==> src/rtl/core/wmf_pkg.sv <==
// ----------------------------------------------------------------------------
// Window median filter package
// Field widths, register indexes, reset values and the structs passed
// between the front end, the window queue and the sorting back end.
// ----------------------------------------------------------------------------
package wmf_pkg;

  localparam int PIX_W        = 8;
  localparam int ROW_W        = 12;
  localparam int COL_OUT_W    = 10;
  localparam int WIDTH_REG_W  = 11;
  localparam int HEIGHT_REG_W = 12;
  localparam int CFG_DATA_W   = 12;
  localparam int CFG_INDEX_W  = 1;

  localparam logic [CFG_INDEX_W-1:0] CFG_IMAGE_WIDTH  = 1'b0;
  localparam logic [CFG_INDEX_W-1:0] CFG_IMAGE_HEIGHT = 1'b1;

  localparam logic [WIDTH_REG_W-1:0]  WIDTH_RESET  = 11'd640;
  localparam logic [HEIGHT_REG_W-1:0] HEIGHT_RESET = 12'd480;

  localparam int QUEUE_DEPTH = 4;
  localparam int QPTR_W      = 2;
  localparam int QCNT_W      = 3;

  typedef struct packed {
    logic [WIDTH_REG_W-1:0]  width;
    logic [HEIGHT_REG_W-1:0] height;
  } wmf_cfg_t;

  typedef struct packed {
    logic [ROW_W-1:0]     row;
    logic [COL_OUT_W-1:0] col;
    logic                 last;
  } wmf_meta_t;

  typedef struct packed {
    logic [QCNT_W-1:0] count;
    logic              empty;
  } wmf_qstat_t;

endpackage

==> src/rtl/core/wmf_queue.sv <==
// ----------------------------------------------------------------------------
// Window median filter queue
// Short register queue of gathered windows between front end and back end.
// ----------------------------------------------------------------------------
module wmf_queue #(
  parameter int DW = 95
) (
  input  logic                clk,
  input  logic                rst,
  input  logic                push,
  input  logic [DW-1:0]       push_data,
  input  logic                pop,
  output logic [DW-1:0]       head_data,
  output wmf_pkg::wmf_qstat_t qstat
);
  import wmf_pkg::*;

  logic [DW-1:0]     mem [QUEUE_DEPTH];
  logic [QPTR_W-1:0] wr_ptr, rd_ptr;
  logic [QCNT_W-1:0] count;

  assign head_data   = mem[rd_ptr];
  assign qstat.count = count;
  assign qstat.empty = (count == '0);

  always_ff @(posedge clk) begin
    if (push) begin
      mem[wr_ptr] <= push_data;
    end
  end

  always_ff @(posedge clk) begin
    if (rst) begin
      wr_ptr <= '0;
      rd_ptr <= '0;
      count  <= '0;
    end else begin
      if (push) begin
        wr_ptr <= wr_ptr + QPTR_W'(1);
      end
      if (pop) begin
        rd_ptr <= rd_ptr + QPTR_W'(1);
      end
      count <= count + QCNT_W'(push) - QCNT_W'(pop);
    end
  end

endmodule

==> config.mk <==
export PLATFORM = sky130hd
export DESIGN_NAME = wmf_queue
export DESIGN_NICKNAME = d
export VERILOG_FILES = /design/src/rtl/core/wmf_pkg.sv /design/src/rtl/core/wmf_queue.sv
export SDC_FILE = /design/constraint.sdc
export NUM_CORES = 1
export LEC_CHECK = 0
export ABC_AREA = 1
export BUFFER_PORTS_ARGS = -buffer_cell sky130_fd_sc_hd__buf_2
export CAP_MARGIN = 15
export CORE_ASPECT_RATIO = 0.8
export CORE_MARGIN = 1.5
export CORE_UTILIZATION = 32
export CTS_CLUSTER_SIZE = 24
export DETAILED_ROUTE_END_ITERATION = 12
export HOLD_SLACK_MARGIN = 0.02
export MAX_ROUTING_LAYER = met4
export PLACE_DENSITY = 0.53
export SYNTH_ARGS = -nofsm -noshare
export SYNTH_HDL_FRONTEND = slang
export SYNTH_SLANG_ARGS = --single-unit
==> constraint.sdc <==
create_clock -name clk -period 2.61 [get_ports clk]
set_input_delay 0.3915 -clock clk [delete_from_list [all_inputs] [get_ports clk]]
set_output_delay 0.3915 -clock clk [all_outputs]
set_load 0.02 [all_outputs]
==> summary.md, run 1 <==
| Metric | Value |
|---|---|
| Worst Skew | 0.0181 ns |
| DPL Wire Length | 18,800 um |
| Die area | 50,800 um2 |
| Post-Synth XOR/XNOR Area | 0 |
| Syn. warnings | 0 |
| Synth Area in Adders | 0.00601 |
| Sequential area share after synthesis | 0.732 |
| Most frequent cells in the layout | 380 x edfxtp_1, 202 x inv_1, 198 x nand2_1 |
| Worst-Margin Slew | 0.630 ns |
| Final period util | 0.931 |
| Leakage | 7.31 nW |
| Number of global-route vias before repair | 8,948 |
| Initial antenna violation count | 7 |
| Top cells by area, synth | edfxtp_1 72%, o211ai_2 7.1%, inv_1 4.9%, nand2_1 4.7%, a21oi_1 3.2% |
| Number of placed cells counting well taps | 1,959 |
| Crit path arrival time | 2.04 ns |
| Layout cell share with drive strength beyond 1 | 0.265 |
| Min Tclk post-route | 2.43 ns |
| Crit end category | primary output |
| Largest net degree at the start of global routing | 90 |
| Fin cells | 2,066 |
| DR vias | 9,002 |
| Worst-path clk slew | 0.06 ns |
| Wirelength, routed | 32,400 um |
| # H-tree levels | 2 |
| Post CTS Setup Buffer Count | 0 |
| WL/cell | 15.7 um |
| CTS root buf | clkbuf_16 |
| CTS max path bufs | 3 |
| RSZ-0062 raised after global routing | false |
| IO buf count | 197 |
| CP max FO | 32 |
| Synthesized netlist net count | 1,269 |
| Setup-failing EPs final | 0 |
| Clk_lat worst skew | 0.55 ns |
| Top-area cell type share of the netlist area | 0.721 |
| CP required | 2.22 ns |
| Post-Syn Area per Cell | 13.6 um2 |
| Fmax | 0.412 GHz |
| Commonest non-fill, non-tap cell in the layout | edfxtp_1 |
| CTS buffer count | 42 |
| Final Hold Fails | 0 |
| Starting density of the core | 0.326 |
| Clock sinks | 389 |
| Worst r2r src | count[0] |
| Hold Crit Start | push_data[54] |
| Io pins | 198 |
| Status | completed |
| DRT antenna net count | 0 |
| Rows | 72 |
| CTS tree | built |
| Number of synthesized register bits | 389 |
| Largest family of logic cells by synthesized area | compound AO/OA/AOI/OAI gates |
| Placer congestion estimate | 0.719 |
| Peak VDD IR | 0.000475 V |
| Critical Path Source Type | flop |
| Core Region | 48,600 um2 |
| Critical path class | flop to primary output |
| Cell accounting for the most synthesized area | edfxtp_1 |
| Final global-route overflow total | 0 |
| Slew Limit Fails | 0 |
| Cell count after synthesis | 1,163 |
| Distinct cells, synth | 19 |
| DRT iter0 DRCs | 440 |
| Setup TNS | 0 ns |
| Hold Path Class | input port to flop |
| Post-synthesis simple-gate area fraction | 0.0483 |
| Multiplexer share of the synthesized area | 0 |
| Synth Area in Compound Gates | 0.137 |
| DR pass1 iterations | 5 |
| MaxCap Viol Count | 0 |
| Die height | 202 um |
| Nets@finish | 1,505 |
| Power density cells | 753 nW/um2 |
| Slew headroom | 0.580 |
| Drt drc | 0 |
| Die width | 252 um |
| Mapped Area | 15,800 um2 |
| Routed vias/inst | 4.36 |
| Aggregate global-route resource usage | 0.131 |
| First-pass GRT wire length | 50,200 um |
| Area Overhead vs Synth | 21.3% |
-- what timing repair did --
action                     4_1_cts  5_1_grt
setup endpoints to repair        0        1
gates resized for setup          0        1
hold buffers                    25        0
hold endpoints to repair        79        0
-- flip-flops by register name (all words and copies together) (netlist names), named ones only --
name	flops
mem	380
count	3
rd_ptr	2
wr_ptr	2
-- metrics by stage --
step | util | setup WS, ns | power, mW | area [um2] | hold slack (ns)
detailed placement | 0.363 | 0.728 | 8.96 | 17600 | 0.442
CTS | 0.395 | 0.115 | 14.7 | 19200 | 0.0209
floorplan | - | 0.136 | 8.36 | 15900 | 0.436
global placement | 0.363 | 0.729 | 8.94 | 17600 | 0.440
finish | 0.395 | 0.181 | 14.5 | 19200 | 0.0599
global route | 0.395 | 0.000858 | 15.1 | 19200 | 0.0268
-- layout make-up --
type                    count  area [um2]
fillers                  4564       29400
flip-flops and latches    389       11600
multi-input cells         505        3020
repair buffers            255        1700
clock buffers              59        1150
inverters                 206         788
well taps                 629         787
clock inverters            16         138
diodes                      7        17.5
-- cell usage after synthesis (all sizes together) --
cell / number
a21oi: 101
buf: 52
clkbuf: 11
dfxtp: 9
edfxtp: 380
fa: 1
ha: 6
inv: 206
nand2: 198
nand3: 1
nor2: 3
nor3: 1
o211ai: 95
o21ai: 99
-- power breakdown --
group / internal [mW] / switching (mW) / total [mW]
registers: 7.15 / 0.0950 / 7.24
clock network: 3.26 / 2.38 / 5.64
logic: 0.522 / 1.07 / 1.59
-- cells by family (layout without fill, tap and decap cells) --
family / count (synthesis) / in the layout
compound gates: 295 / 295
other cells: 0 / 7
fa+ha+maj: 7 / 7
simple gates: 203 / 203
buf+inv: 269 / 536
flops: 389 / 389
-- worst max-delay path: stages (launching register included) --
cell and delay [ns]:
dfxtp_4 0.58, buf_4 0.40, a21oi_1 0.12, o21ai_0 0.09, nand2_1 0.11, buf_2 0.17
-- routing by layer --
layer,wire length (um),vias up,global-route usage
met1,15200,4262,0.169
li1,-,4537,-
met5,0,-,-
met2,14700,160,0.202
met4,609,0,0.0381
met3,1890,43,0.0388
-- worst paths after layout --
kind / endpoint / slack, ns / cells past startpoint
worst max-delay path: head_data[70] / 0.18 / 5
worst min-delay path: mem[3][54] / 0.06 / 1
worst max register to register: count[2] / 1.01 / 7
worst min register to register: flop / 0.44 / 2
Power figures use the tool's default switching activity.
==> run 2: changes to the inputs <==
- CORE_UTILIZATION: 32 -> 30
- PLACE_DENSITY: 0.53 -> 0.5
==> summary.md, run 2 (synthesized netlist as in run 1, its figures left out) <==
| Metric | Value |
|---|---|
| Largest net degree at the start of global routing | 95 |
| Worst hold slack | 0.0627 ns |
| CTS tree | built |
| Hold Path Class | input port to flop |
| Final WS setup | 0.209 ns |
| Nets@finish | 1,470 |
| Critical path class | flop to primary output |
| Crit-path slowest cell | dfxtp_4 |
| Min Tclk post-route | 2.40 ns |
| Drt drc | 0 |
| Die height | 208 um |
| DRT iter0 DRCs | 521 |
| Top reg by flops | mem |
| Slew headroom | 0.541 |
| Largest regs | mem: 380 flops, count: 3 flops |
| Setup-failing EPs final | 0 |
| Hold EP | mem[0][27] |
| Commonest non-fill, non-tap cell in the layout | edfxtp_1 |
| Max reg flops | 380 |
| RSZ-0062 raised after global routing | false |
| Worst-path clk slew | 0.06 ns |
| Hold Path Stages | 1 |
| Crit end category | primary output |
| CTS root buf | clkbuf_16 |
| Fmax | 0.416 GHz |
| Clock sinks | 389 |
| Filler cell count in the final layout | 5,015 |
| Area Overhead vs Synth | 19.5% |
| Final Hold Fails | 0 |
| CP max FO | 94 |
| Crit path arrival time | 2.01 ns |
| DR vias | 8,906 |
| # H-tree levels | 2 |
| Placer congestion estimate | 0.720 |
| Status | completed |
| Critical Path Source Type | flop |
| Routed vias/inst | 4.26 |
| Setup TNS | 0 ns |
| Starting density of the core | 0.303 |
| Aggregate global-route resource usage | 0.125 |
| Most frequent cells in the layout | 380 x edfxtp_1, 202 x inv_1, 198 x nand2_1 |
| Wirelength, routed | 32,800 um |
| Worst r2r src | wr_ptr[0] |
| Slew Limit Fails | 0 |
| CTS buffer count | 41 |
| Hold Crit Start | push_data[27] |
| DPL Wire Length | 19,100 um |
| Number of global-route vias before repair | 8,660 |
| Die area | 54,200 um2 |
| Layout cell share with drive strength beyond 1 | 0.264 |
| Peak VDD IR | 0.000510 V |
| Initial antenna violation count | 7 |
| Io pins | 198 |
| FF-to-FF End | mem[2][56] |
| Power density cells | 757 nW/um2 |
| Final global-route overflow total | 0 |
| DR pass1 iterations | 4 |
| CTS max path bufs | 3 |
| CP required | 2.22 ns |
| MaxCap Viol Count | 0 |
| Internal reg-to-reg setup slack | 0.68 ns |
| PostCTS Resize Cnt | 0 |
| Core Region | 52,300 um2 |
| Die width | 260 um |
| DRT antenna net count | 0 |
| Post-Place Setup Slack | 0.621 ns |
| Final period util | 0.920 |
| Worst Skew | 0.00759 ns |
| Worst path max stage delay | 0.52 ns |
| IO buf count | 197 |
| WL/cell | 15.7 um |
| First-pass GRT wire length | 50,500 um |
| CP cell instances | buf_12 -> a21oi_1 -> o21ai_0 -> nand2_1 -> buf_2 |
| Worst-Margin Slew | 0.688 ns |
| Leakage | 7.15 nW |
| R2R cell count | 5 |
| Rows | 75 |
| Clk_lat worst skew | 0.55 ns |
==> run 2: worst max path at each step <==
stage | start | end | slack (ns) | cells after the start
2_1_floorplan | wr_ptr[0] | mem[0][0] | 0.14 | 4
3_3_place_gp | wr_ptr[0] | mem[2][77] | 0.59 | 5
3_5_place_dp | wr_ptr[0] | mem[2][77] | 0.62 | 5
4_1_cts | flop | head_data[90] | 0.16 | 5
5_1_grt | flop | head_data[83] | 0.03 | 5
6_report | flop | head_data[75] | 0.21 | 5
==> run 2: layout make-up <==
| class | instances | area [um2] | area share |
|---|---|---|---|
| sequential | 389 | 11600 | 0.613 |
| multi-input combinational | 505 | 3020 | 0.160 |
| timing repair buffer | 221 | 1390 | 0.0732 |
| clock buffer | 51 | 1060 | 0.0562 |
| tap | 693 | 867 | 0.0458 |
| inverter | 206 | 788 | 0.0416 |
| clock inverter | 19 | 186 | 0.00985 |
| antenna | 6 | 15.0 | 0.000793 |
==> run 2: metal layers <==
metal | track usage | wire length, um
met3 | 0.0398 | 2310
met4 | 0.0369 | 660
met5 | - | 0
met1 | 0.160 | 14800
met2 | 0.188 | 15000
==> run 2: where the power goes <==
part	total (mW)	leakage, nW	switching [mW]	internal (mW)
clock network	5.55	0.616	2.28	3.27
logic	1.57	2.97	1.09	0.486
registers	7.22	3.57	0.0748	7.15
==> run 2: metrics by stage <==
stage	instances	power, mW	instance area, um2	utilization
after floorplan	1163	8.36	15900	-
after global placement	2011	8.94	17600	0.337
after detailed placement	2011	8.96	17600	0.337
after CTS	2084	14.6	18900	0.362
after global routing	2090	15.0	18900	0.362
final	2090	14.3	18900	0.362
==> run 2: repair_timing <==
item / CTS / global route
hold buffers: 3 / 0
setup buffers: 0 / 0
hold endpoints to repair: 8 / 0
==> run 2: worst max-delay path: cells and delay by family, from the launching register on <==
kind	cells	cell delay [ns]
AOI/OAI and AO/OA	2	0.21
DFF	1	0.52
and+or+nand+nor	1	0.10
buffers and inverters	2	0.55
