$ cat src/rtl/core/wmf_pkg.sv
// ----------------------------------------------------------------------------
// Window median filter package
// Field widths, register indexes, reset values and the structs passed
// between the front end, the window queue and the sorting back end.
// ----------------------------------------------------------------------------
package wmf_pkg;

  localparam int PIX_W        = 8;
  localparam int ROW_W        = 12;
  localparam int COL_OUT_W    = 10;
  localparam int WIDTH_REG_W  = 11;
  localparam int HEIGHT_REG_W = 12;
  localparam int CFG_DATA_W   = 12;
  localparam int CFG_INDEX_W  = 1;

  localparam logic [CFG_INDEX_W-1:0] CFG_IMAGE_WIDTH  = 1'b0;
  localparam logic [CFG_INDEX_W-1:0] CFG_IMAGE_HEIGHT = 1'b1;

  localparam logic [WIDTH_REG_W-1:0]  WIDTH_RESET  = 11'd640;
  localparam logic [HEIGHT_REG_W-1:0] HEIGHT_RESET = 12'd480;

  localparam int QUEUE_DEPTH = 4;
  localparam int QPTR_W      = 2;
  localparam int QCNT_W      = 3;

  typedef struct packed {
    logic [WIDTH_REG_W-1:0]  width;
    logic [HEIGHT_REG_W-1:0] height;
  } wmf_cfg_t;

  typedef struct packed {
    logic [ROW_W-1:0]     row;
    logic [COL_OUT_W-1:0] col;
    logic                 last;
  } wmf_meta_t;

  typedef struct packed {
    logic [QCNT_W-1:0] count;
    logic              empty;
  } wmf_qstat_t;

endpackage

$ cat src/rtl/core/wmf_back.sv
// ----------------------------------------------------------------------------
// Window median filter back end
// Odd-even transposition sorting network, one round per stage, and the
// output register that presents the middle element.
// ----------------------------------------------------------------------------
module wmf_back #(
  parameter int RADIUS = 1,
  localparam int WIN_N = (2 * RADIUS + 1) * (2 * RADIUS + 1)
) (
  input  logic                            clk,
  input  logic                            rst,
  input  wmf_pkg::wmf_qstat_t             qstat,
  input  logic [WIN_N*wmf_pkg::PIX_W-1:0] head_data,
  input  wmf_pkg::wmf_meta_t              head_meta,
  output logic                            pop,
  output logic                            out_valid,
  input  logic                            out_stall,
  output logic [wmf_pkg::PIX_W-1:0]       median_value,
  output logic [wmf_pkg::ROW_W-1:0]       centre_row,
  output logic [wmf_pkg::COL_OUT_W-1:0]   centre_col,
  output logic                            frame_last
);
  import wmf_pkg::*;

  localparam int STAGES = WIN_N;
  localparam int MID    = WIN_N / 2;

  logic             advance;
  logic [PIX_W-1:0] sv   [STAGES][WIN_N];
  logic [PIX_W-1:0] sin  [STAGES][WIN_N];
  logic [PIX_W-1:0] sout [STAGES][WIN_N];
  logic             vld  [STAGES];
  wmf_meta_t        mv   [STAGES];

  assign advance = !out_valid || !out_stall;
  assign pop     = advance && !qstat.empty;

  always_comb begin
    for (int i = 0; i < WIN_N; i++) begin
      sin[0][i] = head_data[i*PIX_W +: PIX_W];
    end
    for (int k = 1; k < STAGES; k++) begin
      for (int i = 0; i < WIN_N; i++) begin
        sin[k][i] = sv[k-1][i];
      end
    end
    for (int k = 0; k < STAGES; k++) begin
      for (int i = 0; i < WIN_N; i++) begin
        sout[k][i] = sin[k][i];
      end
      for (int i = k % 2; i + 1 < WIN_N; i += 2) begin
        if (sin[k][i] > sin[k][i+1]) begin
          sout[k][i]   = sin[k][i+1];
          sout[k][i+1] = sin[k][i];
        end
      end
    end
  end

  always_ff @(posedge clk) begin
    if (advance) begin
      sv    <= sout;
      mv[0] <= head_meta;
      for (int k = 1; k < STAGES; k++) begin
        mv[k] <= mv[k-1];
      end
      median_value <= sv[STAGES-1][MID];
      centre_row   <= mv[STAGES-1].row;
      centre_col   <= mv[STAGES-1].col;
      frame_last   <= mv[STAGES-1].last;
    end
  end

  always_ff @(posedge clk) begin
    if (rst) begin
      for (int k = 0; k < STAGES; k++) begin
        vld[k] <= 1'b0;
      end
      out_valid <= 1'b0;
    end else if (advance) begin
      vld[0] <= pop;
      for (int k = 1; k < STAGES; k++) begin
        vld[k] <= vld[k-1];
      end
      out_valid <= vld[STAGES-1];
    end
  end

endmodule
$ cat config.mk
export PLATFORM = sky130hd
export DESIGN_NAME = wmf_back
export DESIGN_NICKNAME = d
export VERILOG_FILES = /design/src/rtl/core/wmf_pkg.sv /design/src/rtl/core/wmf_back.sv
export SDC_FILE = /design/constraint.sdc
export NUM_CORES = 1
export LEC_CHECK = 0
export ABC_AREA = 1
export BUFFER_PORTS_ARGS = -buffer_cell sky130_fd_sc_hd__buf_4
export CORE_ASPECT_RATIO = 1.75
export CORE_MARGIN = 2
export CORE_UTILIZATION = 25
export DETAILED_ROUTE_END_ITERATION = 16
export PLACE_DENSITY_LB_ADDON = 0.2
export SLEW_MARGIN = 30
export SYNTH_ARGS = -nofsm -noshare
export SYNTH_HDL_FRONTEND = slang
export SYNTH_SLANG_ARGS = --single-unit
$ cat constraint.sdc
create_clock -name clk -period 51.5 [get_ports clk]
set_input_delay 12.875 -clock clk [delete_from_list [all_inputs] [get_ports clk]]
set_output_delay 12.875 -clock clk [all_outputs]
set_load 0.03 [all_outputs]
==> results of run 1 <==
[metal layers]
metal / GRT usage (%) / part of all wire (%)
met3: 1.60 / 2.8
met2: 20.3 / 59
met5: 0 / 0
met1: 8.87 / 35
met4: 3.84 / 3.0
[cells by family after synthesis]
kind of cell | count (synthesis) | share of synthesized area [%]
AO/OA/AOI/OAI | 90 | 1.47
AND/OR/NAND/NOR | 1683 | 25.5
flip-flops | 704 | 58.9
adder cells (fa/ha/maj) | 240 | 8.38
buffers and inverters | 423 | 5.73
[critical path: cells and delay by family]
kind,cells,cell delay (ns)
AND/OR/NAND/NOR,2,0.63
buffers and inverters,3,0.45
[final cells by class]
cell class / count / area [um^2]
fill: 14600 / 101000
sequential: 704 / 21100
multi-input combinational: 2013 / 12700
tap: 1850 / 2310
clock buffer: 84 / 1950
inverter: 357 / 1340
timing repair buffer: 140 / 1070
clock inverter: 50 / 524
antenna: 1 / 2.50
[power groups by stage]
stage,registers (mW),logic (mW),clock network (mW)
6_report,1.02,0.964,0.545
3_3_place_gp,1.04,0.967,0
2_1_floorplan,0.971,0.861,0
5_1_grt,1.04,1.12,0.589
4_1_cts,1.02,0.987,0.571
3_5_place_dp,1.04,0.985,0
[flip-flops by register name (all words and copies together), names as in the netlist]
register	cells
centre_col	10
centre_row	12
frame_last	1
median_value	8
mv	207
out_valid	1
sin	448
sv	8
vld	9
[placed cells by master (no fill, tap or decap)]
cell        instances
edfxtp_1          703
nand2_1           600
nand2_2           509
nand3_1           416
inv_1             296
ha_1              240
buf_4             135
clkbuf_16          77
inv_2              61
a21oi_1            60
nand2_4            45
a21o_1             30
nor2_1             30
nor2_2             30
nor2_4             22
nand4_4            22
clkinv_1           15
clkinv_2           14
bufinv_16           9
nand4_2             8
clkbuf_1            7
clkinv_4            5
buf_6               5
clkinvlp_4          3
clkinv_8            2
diode_2             1
nor3_1              1
inv_6               1
inv_16              1
dfxtp_1             1
[worst paths after layout]
path / cells after the start / slack [ns] / start / to
max: 5 / 24.66 / out_stall / pop
min: 0 / 0.41 / sin[434] / sin[362]
max reg2reg: 5 / 47.04 / out_valid / sin[504]
min reg2reg: 0 / 0.41 / sin[434] / sin[362]
==> summary.md, run 1 <==
| Metric | Value |
|---|---|
| Slew margin rel. | 40.0% |
| Maximum fanout along the worst path | 56 |
| NetSw | about 990 uW |
| Top_reg_cell synth | edfxtp_1 |
| H-tree lvl count | 3 |
| Hold-fix buffers, CTS | 0 |
| Kind of critical path | input pin to primary output |
| Die Ht | 505 um |
| Combinational Power Share | 38.2% |
| Cell mode on critical path | buf_4 |
| Initial Util | 25.2% |
| Fmax | 37.3 MHz |
| Worst EP arrival | 13.96 ns |
| Antenna violations before repair | 1 |
| Final hold vios | 0 |
| Max incr delay on CP | a little over 0.5 ns |
| Via density | 4.07 |
| Power Density | 61.6 mW/mm^2 |
| Global-route wire length before repair | 114 mm |
| HPWL after DPL | roughly 52 mm |
| Core box area | 0.142 mm^2 |
| CTS Root Cell | clkbuf_16 |
| Finished Layout Cells | a little over 5,000 |
| Count of maximum capacitance violations | 0 |
| Detail Route Antenna Nets | 0 |
| Util after Layout | 28.8% |
| CP Launch Type | input pin |
| Total gr overflow | 0 |
| Ports | approximately 140 |
| Fin Setup TNS | 0 ns |
| TritonCTS buffer count | 74 |
| DIE AREA | 0.147 mm^2 |
| DR DRC count | 0 |
| GPL Wtd Cong | 0.785 |
| Leakage | 18.0 nW |
| Layout area overhead | 14.4% |
| Synth area leader | edfxtp_1 |
| Power Internal | ~1.5 mW |
| Distinct cells, synth | 20 |
| Clock sinks | 704 |
| Vias | 21,200 |
| Synth area leaders | edfxtp_1 59%, nand2_2 8.9%, ha_1 8.4% |
| Placed Cells | 5,064 |
| Worst Tran Pin Value | 0.900 ns |
| Final wirelength | 70.1 mm |
| Clk Latency, worst-skew pair | between 0.6 and 0.7 ns |
| Die Width | 290 um |
| Post-DP Area | 0.0385 mm^2 |
| Seq/Total Area, Yosys | 58.9% |
| Final Worst Setup Slack | 24.66 ns |
| Crit. End Element | primary output |
| Number of global-route vias before repair | 21,900 |
| Final-report max-slew violation count | 0 |
| Pre-Repair DR Iteration Count | 4 |
| Post-CTS setup buffers | 0 |
| Setup violators final | 0 |
| Wirelength per Cell | approximately 13 um |
| Cell count after synthesis | 3,140 |
| Ys Warns | 0 |
| Overall Power | 2.53 mW |
| Initial DRC Count | 906 |
| Worst-path cell with the longest stage delay | nand2_4 |
| Post-Syn Area | 0.0359 mm^2 |
| Gr usage total | roughly 9.6% |
| Cell Chain, Critical Path | buf_4 > nand2_4 > inv_1 > nor2_1 > buf_4 |
| Tcrit/Tclk final | 52.1% |
| # resized after CTS | 0 |
| EDFF count, synth | 703 |
| Setup WS pre-CTS | 24.63 ns |
| RSZ-0062 raised after global routing | no |
| Switching share of power | 39.2% |
| Hold WC Path Type | flip-flop to flip-flop |
| Worst-path clk slew | ~0.06 ns |
| Fin crit period | 26.84 ns |
| Mean post-synth cell area | 11.4 um^2 |
| CTS tree | built |
| Top cells by count, synth | 703 x edfxtp_1, 601 x nand2_1, 509 x nand2_2 |
| Layout cell share with drive strength beyond 1 | 28.3% |
| # rows | 183 |
| Status | finished, final reports clean |
| Nets | about 3,600 |
| Ys async rst share | 0% |
| PortBufs | 131 |
| IR drop worst, VDD | 0.0264 mV |
| Worst Path Required | 38.62 ns |
| Yosys reg bits | 704 |
| Flop pwr share | 40.2% |
| Syn_nets | around 3,500 |
| Largest net degree at the start of global routing | 86 |
| Hold WS | between 0.4 and 0.5 ns |
| Skew final | 0.0206 ns |
| Yosys top cell area share | 58.9% |
| Finished Cell Area | 0.0410 mm^2 |
| Clk network pwr share | 21.6% |
| Most common cell in the synthesized netlist | edfxtp_1 |
| Clock buffer depth | 3 |
(Power assumes the default switching activity.)
==> run 2, diff against run 1 <==
--- a/config.mk
+++ b/config.mk
@@ -5,7 +5,7 @@
 export SDC_FILE = /design/constraint.sdc
 export NUM_CORES = 1
 export LEC_CHECK = 0
-export ABC_AREA = 1
+export ABC_AREA = 0
 export BUFFER_PORTS_ARGS = -buffer_cell sky130_fd_sc_hd__buf_4
 export CORE_ASPECT_RATIO = 1.75
 export CORE_MARGIN = 2
==> constraint.sdc (replaced) <==
create_clock -name clk -period 25.7 [get_ports clk]
set_input_delay 6.425 -clock clk [delete_from_list [all_inputs] [get_ports clk]]
set_output_delay 6.425 -clock clk [all_outputs]
set_load 0.03 [all_outputs]
==> run 2 against run 1 <==
  * Clock skew rose by 0.0020 ns
  * Critical endpoint unchanged
  * Setup slack worse by 12 ns
  * Critical path type unchanged
  * Synthesized area fell by 3.8%
==> summary.md, run 2 <==
| Metric | Value |
|---|---|
| Status | finished, final reports clean (unchanged) |
| Reg2Reg Capture Point | sin[296] (was sin[504]) |
| Switching share of power | 37.2% (was 39.2%) |
| Crit. End Element | primary output (unchanged) |
| Fmax | 75.0 MHz |
| Count of maximum capacitance violations | 0 (unchanged) |
| Via density | 4.60 (was 4.07) |
| Hold Path Origin | sin[570] (was sin[434]) |
| DIE AREA | 0.141 mm^2 (was 0.147 mm^2) |
| Cell count after synthesis | 2,453 (was 3,140) |
| Reg-to-reg startpoint | out_valid (unchanged) |
| Fin Setup TNS | 0 ns (unchanged) |
| Critical path buffers and inverters | 2 (was 3) |
| H-tree lvl count | 3 (unchanged) |
| Reg2Reg Setup Slack | 22.49 ns (was 47.04 ns) |
| Syn_nets | 2,795 (was 3,482) |
| CP delay by family, top | buffers and inverters (was simple AND/OR/NAND/NOR gates) |
| Post-CTS setup buffers | 0 (unchanged) |
| Most frequent cells in the layout | 703 x edfxtp_1, 257 x a21oi_1, 253 x inv_1, 246 x mux2_2, 240 x ha_1 (was 703 x edfxtp_1, 600 x nand2_1, 509 x nand2_2, 416 x nand3_1, 296 x inv_1) |
| Flop pwr share | 38.8% (was 40.2%) |
| Final-report max-slew violation count | 0 (unchanged) |
| # rows | 180 (was 183) |
| Wirelength per Cell | 16.5 um (was 13.5 um) |
| Combinational Power Share | 40.4% (was 38.2%) |
| CTS tree | built (unchanged) |
| Cell mode on critical path | buf_4 (unchanged) |
| Die Width | 285 um (was 290 um) |
| CP Launch Type | input pin (unchanged) |
| Clk network pwr share | 20.9% (was 21.6%) |
| Hold WC Path Type | flip-flop to flip-flop (unchanged) |
| NetSw | 2.02 mW (was 990 uW) |
| Setup WS pre-CTS | 12.36 ns (was 24.63 ns) |
| Clock sinks | 704 (unchanged) |
| Commonest non-fill, non-tap cell in the layout | edfxtp_1 (unchanged) |
| Reg area | 0.0211 mm^2 (unchanged) |
| Post-Syn Area | 0.0345 mm^2 (was 0.0359 mm^2) |
| RSZ-0062 raised after global routing | no (unchanged) |
| Global-route wire length before repair | 116 mm (was 114 mm) |
| Worst Path Required | 19.27 ns (was 38.62 ns) |
| GPL Wtd Cong | 0.806 (was 0.785) |
| Gr usage total | 10.2% (was 9.64%) |
| Kind of critical path | input pin to primary output (unchanged) |
| Hold path depth | 0 (unchanged) |
| Total gr overflow | 0 (unchanged) |
| DR DRC count | 0 (unchanged) |
| Synth area leader | edfxtp_1 (unchanged) |
| # resized after CTS | 0 (unchanged) |
| Nets | 2,943 (was 3,632) |
| Yosys reg bits | 704 (unchanged) |
| Util after Layout | 29.2% (was 28.8%) |
| Worst Tran Pin Value | 0.992 ns (was 0.900 ns) |
| PortBufs | 131 (unchanged) |
| Top_reg_cell synth | edfxtp_1 (unchanged) |
| Pre-Repair DR Iteration Count | 5 (was 4) |
| Layout cell share with drive strength beyond 1 | 23.5% (was 28.3%) |
| Clk Latency, worst-skew pair | 0.65 ns (about the same) |
| Most common cell in the synthesized netlist | edfxtp_1 (unchanged) |
| Worst-path clk slew | 0.06 ns (about the same) |
| Worst-path cell with the longest stage delay | buf_4 (was nand2_4) |
| Synth area leaders | edfxtp_1 61%, ha_1 8.7%, mux2_2 8.0% (was edfxtp_1 59%, nand2_2 8.9%, ha_1 8.4%) |
| Slew margin rel. | 33.9% (was 40.0%) |
| Largest net degree at the start of global routing | 173 (was 86) |
| Maximum fanout along the worst path | 4 (was 56) |
| Max reg flops | 448 (unchanged) |
| Area occupied by multi-input gates | 0.0120 mm^2 (was 0.0127 mm^2) |
| Ys Warns | 0 (unchanged) |
| Cell Chain, Critical Path | buf_4 > a21oi_1 > buf_4 (was buf_4 > nand2_4 > inv_1 > nor2_1 > buf_4) |
| Power Internal | 3.41 mW (was 1.54 mW) |
| Yosys top cell area share | 61.2% (was 58.9%) |
| Die Ht | 495 um (was 505 um) |
| Tcrit/Tclk final | 51.9% |
| Leakage | 15.3 nW (was 18.0 nW) |
| Final Worst Setup Slack | 12.36 ns (was 24.66 ns) |
| R2R depth | 4 (was 5) |
| Endpoint, Worst Hold | sin[498] (was sin[362]) |
| Clock buffer depth | 3 (unchanged) |
| Seq/Total Area, Yosys | 61.3% (was 58.9%) |
| Setup violators final | 0 (unchanged) |
| Ports | 135 (unchanged) |
| CTS Root Cell | clkbuf_16 (unchanged) |
| Final wirelength | 73.7 mm (was 70.1 mm) |
| Max incr delay on CP | 0.19 ns (was 0.51 ns) |
| Initial DRC Count | 1,088 (was 906) |
| HPWL after DPL | 51.8 mm (was 51.9 mm) |
| EDFF count, synth | 703 (unchanged) |
| IR drop worst, VDD | 0.0568 mV (was 0.0264 mV) |
| Core box area | 0.137 mm^2 (was 0.142 mm^2) |
| Vias | 20,600 (was 21,200) |
| Worst EP arrival | 6.92 ns (was 13.96 ns) |
| Initial Util | 25.1% (was 25.2%) |
| Fin crit period | approximately 13 ns |
| TritonCTS buffer count | 75 (was 74) |
| Detail Route Antenna Nets | 0 (unchanged) |
| Number of global-route vias before repair | 21,500 (was 21,900) |
| Mean post-synth cell area | 14.1 um^2 (was 11.4 um^2) |
| Fillers | 13,700 (was 14,600) |
| Ys async rst share | 0% (unchanged) |
| Final hold vios | 0 (unchanged) |
| Layout area overhead | 16.1% (was 14.4%) |
| Antenna violations before repair | 1 (unchanged) |
| Power Density | 136 mW/mm^2 (was 61.6 mW/mm^2) |
| Hold-fix buffers, CTS | 0 (unchanged) |
| Skew final | 0.0226 ns (was 0.0206 ns) |
| Top cells by count, synth | 703 x edfxtp_1, 257 x a21oi_1, 253 x inv_1 (was 703 x edfxtp_1, 601 x nand2_1, 509 x nand2_2) |
| Distinct cells, synth | 29 (was 20) |
## run 2: worst register-to-register path, delay by kind of cell (launching register included)
family	cells	cell delay (ns)
buf+inv	3	1.67
simple gates	1	0.64
flops	1	0.36
## run 2: layout make-up
| class | count | share of cell area (%) |
|---|---|---|
| inverter | 253 | 2.37 |
| timing repair buffer | 138 | 2.72 |
| clock buffer | 93 | 5.02 |
| tap | 1820 | 5.69 |
| antenna | 1 | 0.00625 |
| multi-input combinational | 1429 | 30.0 |
| clock inverter | 42 | 1.39 |
| sequential | 704 | 52.8 |
## run 2: worst max path at each step
stage	startpoint	to	slack [ns]	cells after the start
finish	out_stall	pop	12.36	3
global route	out_stall	pop	12.31	3
global placement	out_stall	pop	12.34	3
detailed placement	out_stall	pop	12.36	3
CTS	out_stall	pop	12.36	3
floorplan	out_stall	vld[0]	2.57	2
## run 2: cell families after synthesis
| family | after synthesis | share of synthesized area [%] |
|---|---|---|
| DFF | 704 | 61.3 |
| muxes | 246 | 8.03 |
| AOI/OAI and AO/OA | 754 | 14.8 |
| and+or+nand+nor | 189 | 3.21 |
| adders and majority gates | 240 | 8.71 |
| buffers and inverters | 320 | 3.99 |
## run 2: per-layer routing
metal / share of wire (%) / track usage (%)
met1: 36 / 10.1
met2: 57 / 20.4
met3: 3.0 / 1.55
met4: 4.0 / 4.99
met5: 0 / 0
## run 2: through the flow
stage	instances	total power [mW]	hold slack (ns)	instance area [um^2]
finish	4480	5.43	0.408	40000
global route	4480	5.81	0.411	40000
CTS	4478	5.49	0.406	40000
detailed placement	4343	4.31	0.405	37400
global placement	4343	4.23	0.400	37400
floorplan	2453	3.76	0.400	34500
## run 2: power groups by stage
stage                     clock network, mW  logic (mW)  registers (mW)
after floorplan                           0        1.77            1.98
after global placement                    0        2.11            2.12
after detailed placement                  0        2.18            2.13
after CTS                              1.18        2.20            2.11
after global routing                   1.22        2.45            2.15
final                                  1.13        2.19            2.11
